File: config.mk
export PLATFORM = sky130hd
export DESIGN_NAME = pfa_ctrl
export DESIGN_NICKNAME = d
export VERILOG_FILES = /design/src/design/pfa_pkg.sv /design/src/design/pfa_ctrl.sv
export SDC_FILE = /design/constraint.sdc
export NUM_CORES = 1
export LEC_CHECK = 0
export BUFFER_PORTS_ARGS = -buffer_cell sky130_fd_sc_hd__buf_2
export CORE_AREA = 2 2 39 41
export CTS_CLUSTER_DIAMETER = 100
export DETAILED_ROUTE_END_ITERATION = 10
export DIE_AREA = 0 0 41 43
export PLACE_DENSITY = 0.45
export SLEW_MARGIN = 20
export SYNTH_ARGS = -nofsm -noshare
export SYNTH_HDL_FRONTEND = slang
export SYNTH_SLANG_ARGS = --single-unit
File: constraint.sdc
create_clock -name clk -period 1.6 [get_ports clk]
set_input_delay 0.32 -clock clk [delete_from_list [all_inputs] [get_ports clk]]
set_output_delay 0.32 -clock clk [all_outputs]
set_load 0.01 [all_outputs]
File: src/design/pfa_pkg.sv
// ----------------------------------------------------------------------------
// pfa_pkg
// Shared widths, codes and control types for the page frame allocator.
// ----------------------------------------------------------------------------
`default_nettype none

package pfa_pkg;

  localparam int MAX_PAGES_DEF  = 16384;
  localparam int COUNT_BITS_DEF = 16;

  // item field widths
  localparam int MODE_W      = 3;
  localparam int PAGE_W      = 14;
  localparam int STATUS_W    = 3;
  localparam int COUNT_OUT_W = 16;
  localparam int FREE_W      = 15;
  localparam int IN_W        = 24;   // mode + page, padded to bytes
  localparam int OUT_W       = 48;   // page_out + status + count_after + free_pages

  // config port
  localparam int CFG_W   = 15;
  localparam int CFG_IDX_W = 1;
  localparam logic [CFG_W-1:0] PAGE_COUNT_RST = 15'd16384;

  typedef enum logic [MODE_W-1:0] {
    MODE_REBUILD = 3'd0,
    MODE_ALLOC   = 3'd1,
    MODE_FREE    = 3'd2,
    MODE_INC     = 3'd3,
    MODE_DEC     = 3'd4
  } mode_t;

  typedef enum logic [STATUS_W-1:0] {
    STS_OK       = 3'd0,
    STS_NO_FREE  = 3'd1,
    STS_REF_HELD = 3'd2,
    STS_RANGE    = 3'd3,
    STS_BAD      = 3'd4
  } status_t;

  typedef enum logic [CFG_IDX_W-1:0] {
    CFG_PAGE_COUNT = 1'd0,
    CFG_RESERVED   = 1'd1
  } cfg_reg_t;

  typedef enum logic [2:0] {
    S_CLEAR,
    S_IDLE,
    S_SWEEP,
    S_EXEC,
    S_RESP
  } state_t;

  // controller -> datapath
  typedef struct packed {
    logic accept;       // latch item, launch memory reads
    logic sweep_step;   // one page of the clear/rebuild walk
    logic sweep_clear;  // walk writes all-zero entries, no pushes
    logic commit;       // write back the read-modify-write, load result
    logic respond;      // load a result that needs no memory access
  } pfa_cmd_t;

  // datapath -> controller
  typedef struct packed {
    logic build;        // offered item is a rebuild
    logic imm;          // offered item is answered without memory access
    logic sweep_last;   // walk is on its last page
    logic out_free;     // result register can take a new result
  } pfa_stat_t;

endpackage

`default_nettype wire

File: src/design/pfa_ctrl.sv
// ----------------------------------------------------------------------------
// pfa_ctrl
// Sequencer: clear walk after reset, item accept, rebuild walk, write-back.
// ----------------------------------------------------------------------------
`default_nettype none

module pfa_ctrl import pfa_pkg::*; (
  input  logic      clk,
  input  logic      rst,
  input  logic      s_tvalid,
  output logic      s_tready,
  input  pfa_stat_t stat,
  output pfa_cmd_t  cmd
);

  state_t state, state_next;

  always_ff @(posedge clk) begin
    if (rst) begin
      state <= S_CLEAR;
    end else begin
      state <= state_next;
    end
  end

  always_comb begin
    state_next = state;
    unique case (state)
      S_CLEAR: begin
        if (stat.sweep_last) state_next = S_IDLE;
      end
      S_IDLE: begin
        if (s_tvalid) begin
          if (stat.build)    state_next = S_SWEEP;
          else if (stat.imm) state_next = S_RESP;
          else               state_next = S_EXEC;
        end
      end
      S_SWEEP: begin
        if (stat.sweep_last) state_next = S_RESP;
      end
      S_EXEC, S_RESP: begin
        if (stat.out_free) state_next = S_IDLE;
      end
      default: state_next = S_IDLE;
    endcase
  end

  always_comb begin
    s_tready        = (state == S_IDLE);
    cmd.accept      = (state == S_IDLE) && s_tvalid;
    cmd.sweep_step  = (state == S_CLEAR) || (state == S_SWEEP);
    cmd.sweep_clear = (state == S_CLEAR);
    cmd.commit      = (state == S_EXEC) && stat.out_free;
    cmd.respond     = (state == S_RESP) && stat.out_free;
  end

endmodule

`default_nettype wire

==> results.md <==
- Total Wirelength: 596 um
- Startpoint Class: flop
- Mapped Nets: 40
- Clock Power Share: 0.406
- First-pass GRT wire length: 1010 um
- CP bufs+invs: 1
- RSZ-0062 raised after global routing: false
- Max cap viols: 0
- Synth Cell Area: 259 um2
- Status: complete, no violations
- Register area share after synthesis: 0.232
- Vias in the first global route: 230
- Gate Count Post-Synth: 33
- Flops & latches, synth: 3
- Crit path DAT: 1180 ps
- # DRC: 0
- Leakage power: 0.164 nW
- CTS Hold Bufs: 0
- Critical path capture point type: output pin
- Clock Latency Late Sink: 230 ps
- Core area: 1380 um2
- Fin util: 0.261
- Final Hold Vio Count: 0
- Row count: 14
- VDD IR max: 0.365 mV
- Worst Hold Path EP: state[0]
- Die height: 43 um
- Reg clk slew, reported paths: 40 ps
- Setup tns final: 0 ps
- Reg power frac: 0.308
- Initial antenna violation count: 0
- DIE AREA: 1760 um2
- Syn avg cell area: 7.85 um2
- Largest register FFs: 3
- Area growth from synthesis to layout: 39.6%
- Post-DP HPWL: 442 um
- CP Cell Sequence: nor3b_2 -> and2_1 -> buf_2
- Drt pass-1 iters: 3
- Clk_skew: 1.51 ps
- Final worst path period need: 1500 ps
- Flop2flop setup slack: 290 ps
- Delay-heaviest family, CP: flip-flops
- IO Port Bufs: 12
- Number of inserted diodes: 0
- Crit-path slowest cell: dfxtp_1
- Crit Path Class: flop to output pin
- Fin nets: 55
- Final setup fails: 0
- Final period utilization: 0.937
- Worst reg2reg endpoint: state[1]
- Largest register by flop count: state
- YS warnings: 0
- Drt via density: 4.30
- Filler cell count: 152
- Crit-path max FO: 11
- Multi-input gate area: 183 um2
- Fmax: 667 MHz
- Vias: 271
- Critical path's largest stage delay: 550 ps
- GRT overflow: 0
- Slew @ Worst Pin: 395 ps
- Initial DRC count: 6
- WL/cell: 9.46 um
- Register area: 61.3 um2
- CTS tree: done
- Final slew viol count: 0
- Final ANT Viol Nets: 0
- I/O pins: 13
- Psw: 0.103 mW
- Chip Width: 41 um
- Biggest regs: state (3)
- CTS root buffer: clkbuf_4
- Share of cells above drive strength 1: 0.426
- Register-to-Register Path Depth: 3
- P per Cell Area: 911 nW/um2
- Required time of the worst setup path: 1280 ps
- Logic pwr share: 0.286
- Clock buffer depth: 2
- H-tree Lvls: 1
- Hold depth: 3
- GP Congestion: 0.696
- Slew Limit Headroom: 0.736
- Total global-route track usage: 0.0893
- Post-synth cell types: 21
- FF-to-FF Start: state[1]
- P_int: 0.226 mW
- Sink Count: 3
- Num CTS Buffers: 3
- Largest net degree at the start of global routing: 12
- Hold Crit Class: primary input to flop
- Hold path startpoint: stat[3]
- Initial Utilization: 0.187
- Sw frac: 0.313
[cell usage after synthesis (all sizes together)]
cell type / number / area, um2
o21a: 2 / 15.0
inv: 1 / 3.75
nor2b: 1 / 6.26
and3: 1 / 6.26
o31ai: 1 / 7.51
nand2: 2 / 7.51
o21ai: 1 / 5.00
a32o: 1 / 10.0
a21oi: 1 / 5.00
buf: 3 / 17.5
nor2: 2 / 7.51
nor4b: 1 / 15.0
mux2i: 2 / 20.0
nor3: 3 / 15.0
nand2b: 3 / 18.8
a211oi: 1 / 12.5
and2: 1 / 6.26
nor3b: 2 / 15.0
nand3: 1 / 5.00
dfxtp: 3 / 60.1
[power groups by stage]
stage                     Clock (mW)  Sequential (mW)  Combinational [mW]
after floorplan                    0           0.0851              0.0755
after global placement             0            0.101              0.0940
after detailed placement           0            0.101              0.0935
after CTS                      0.143            0.100              0.0953
after global routing           0.152            0.105               0.106
final                          0.134            0.101              0.0941
[cells in the final DEF, fill, tap and decap left out, drive strengths merged]
cell type  Yosys  final
nand2b         3      3
nand2          2      2
dfxtp          3      3
nor3b          2      2
o21ai          1      1
o21a           2      2
clkbuf         0      4
and3           1      1
mux2i          2      2
and2           1      1
nand3          1      1
a32o           1      1
o31ai          1      1
nor3           3      3
inv            1      1
a21oi          1      1
nor2           2      2
nor2b          1      1
a211oi         1      1
nor4b          1      1
buf            3     13
[layer usage]
layer  global-route usage  vias up  part of all wire
li1                     -      148                 -
met4               0.0800        0                 0
met2                0.103       14              0.43
met5                    0        -                 0
met1                0.112      109              0.47
met3               0.0471        0              0.10
[how the worst max path moves through the flow]
stage               startpoint     end  slack (ps)  cells past startpoint
floorplan             state[0]  cmd[4]         100                      3
global placement      state[0]  cmd[4]         230                      3
detailed placement    state[0]  cmd[4]         210                      3
CTS                   state[0]  cmd[4]          20                      3
global route          state[1]  cmd[4]           2                      3
finish                state[1]  cmd[4]         100                      3
[through the flow]
stage / area, um2 / setup WS, ps / std cells / power [mW] / hold slack (ps)
2_1_floorplan: 259 / 104 / 33 / 0.161 / 506
3_3_place_gp: 329 / 227 / 59 / 0.195 / 627
3_5_place_dp: 329 / 212 / 59 / 0.194 / 609
4_1_cts: 360 / 20.0 / 63 / 0.338 / 389
5_1_grt: 362 / 2.27 / 63 / 0.363 / 396
6_report: 362 / 101 / 63 / 0.329 / 385
[kinds of logic (layout without fill, tap and decap cells)]
logic type             after synthesis  after routing  synth area share
AO/OA/AOI/OAI                        7              7             0.213
buffers and inverters                4             18            0.0821
flip-flops                           3              3             0.232
multiplexers                         2              2            0.0773
AND/OR/NAND/NOR                     17             17             0.396
[worst register-to-register path, stage by stage, from the launching register on]
cell	delay (ps)
dfxtp_1	550
mux2i_1	150
a211oi_2	330
mux2i_1	210
[what timing repair did]
action,in CTS,in global routing
resized for setup,1,1
endpoints found under the setup margin,1,3
buffers inserted,0,0
[area by class of cell]
cell class / count / area share
tap: 16 / 0.0554
inverter: 1 / 0.0104
clock buffer: 4 / 0.0727
sequential: 3 / 0.170
multi-input combinational: 26 / 0.505
timing repair buffer: 13 / 0.187
No activity file was read; power rests on OpenSTA's default activity.
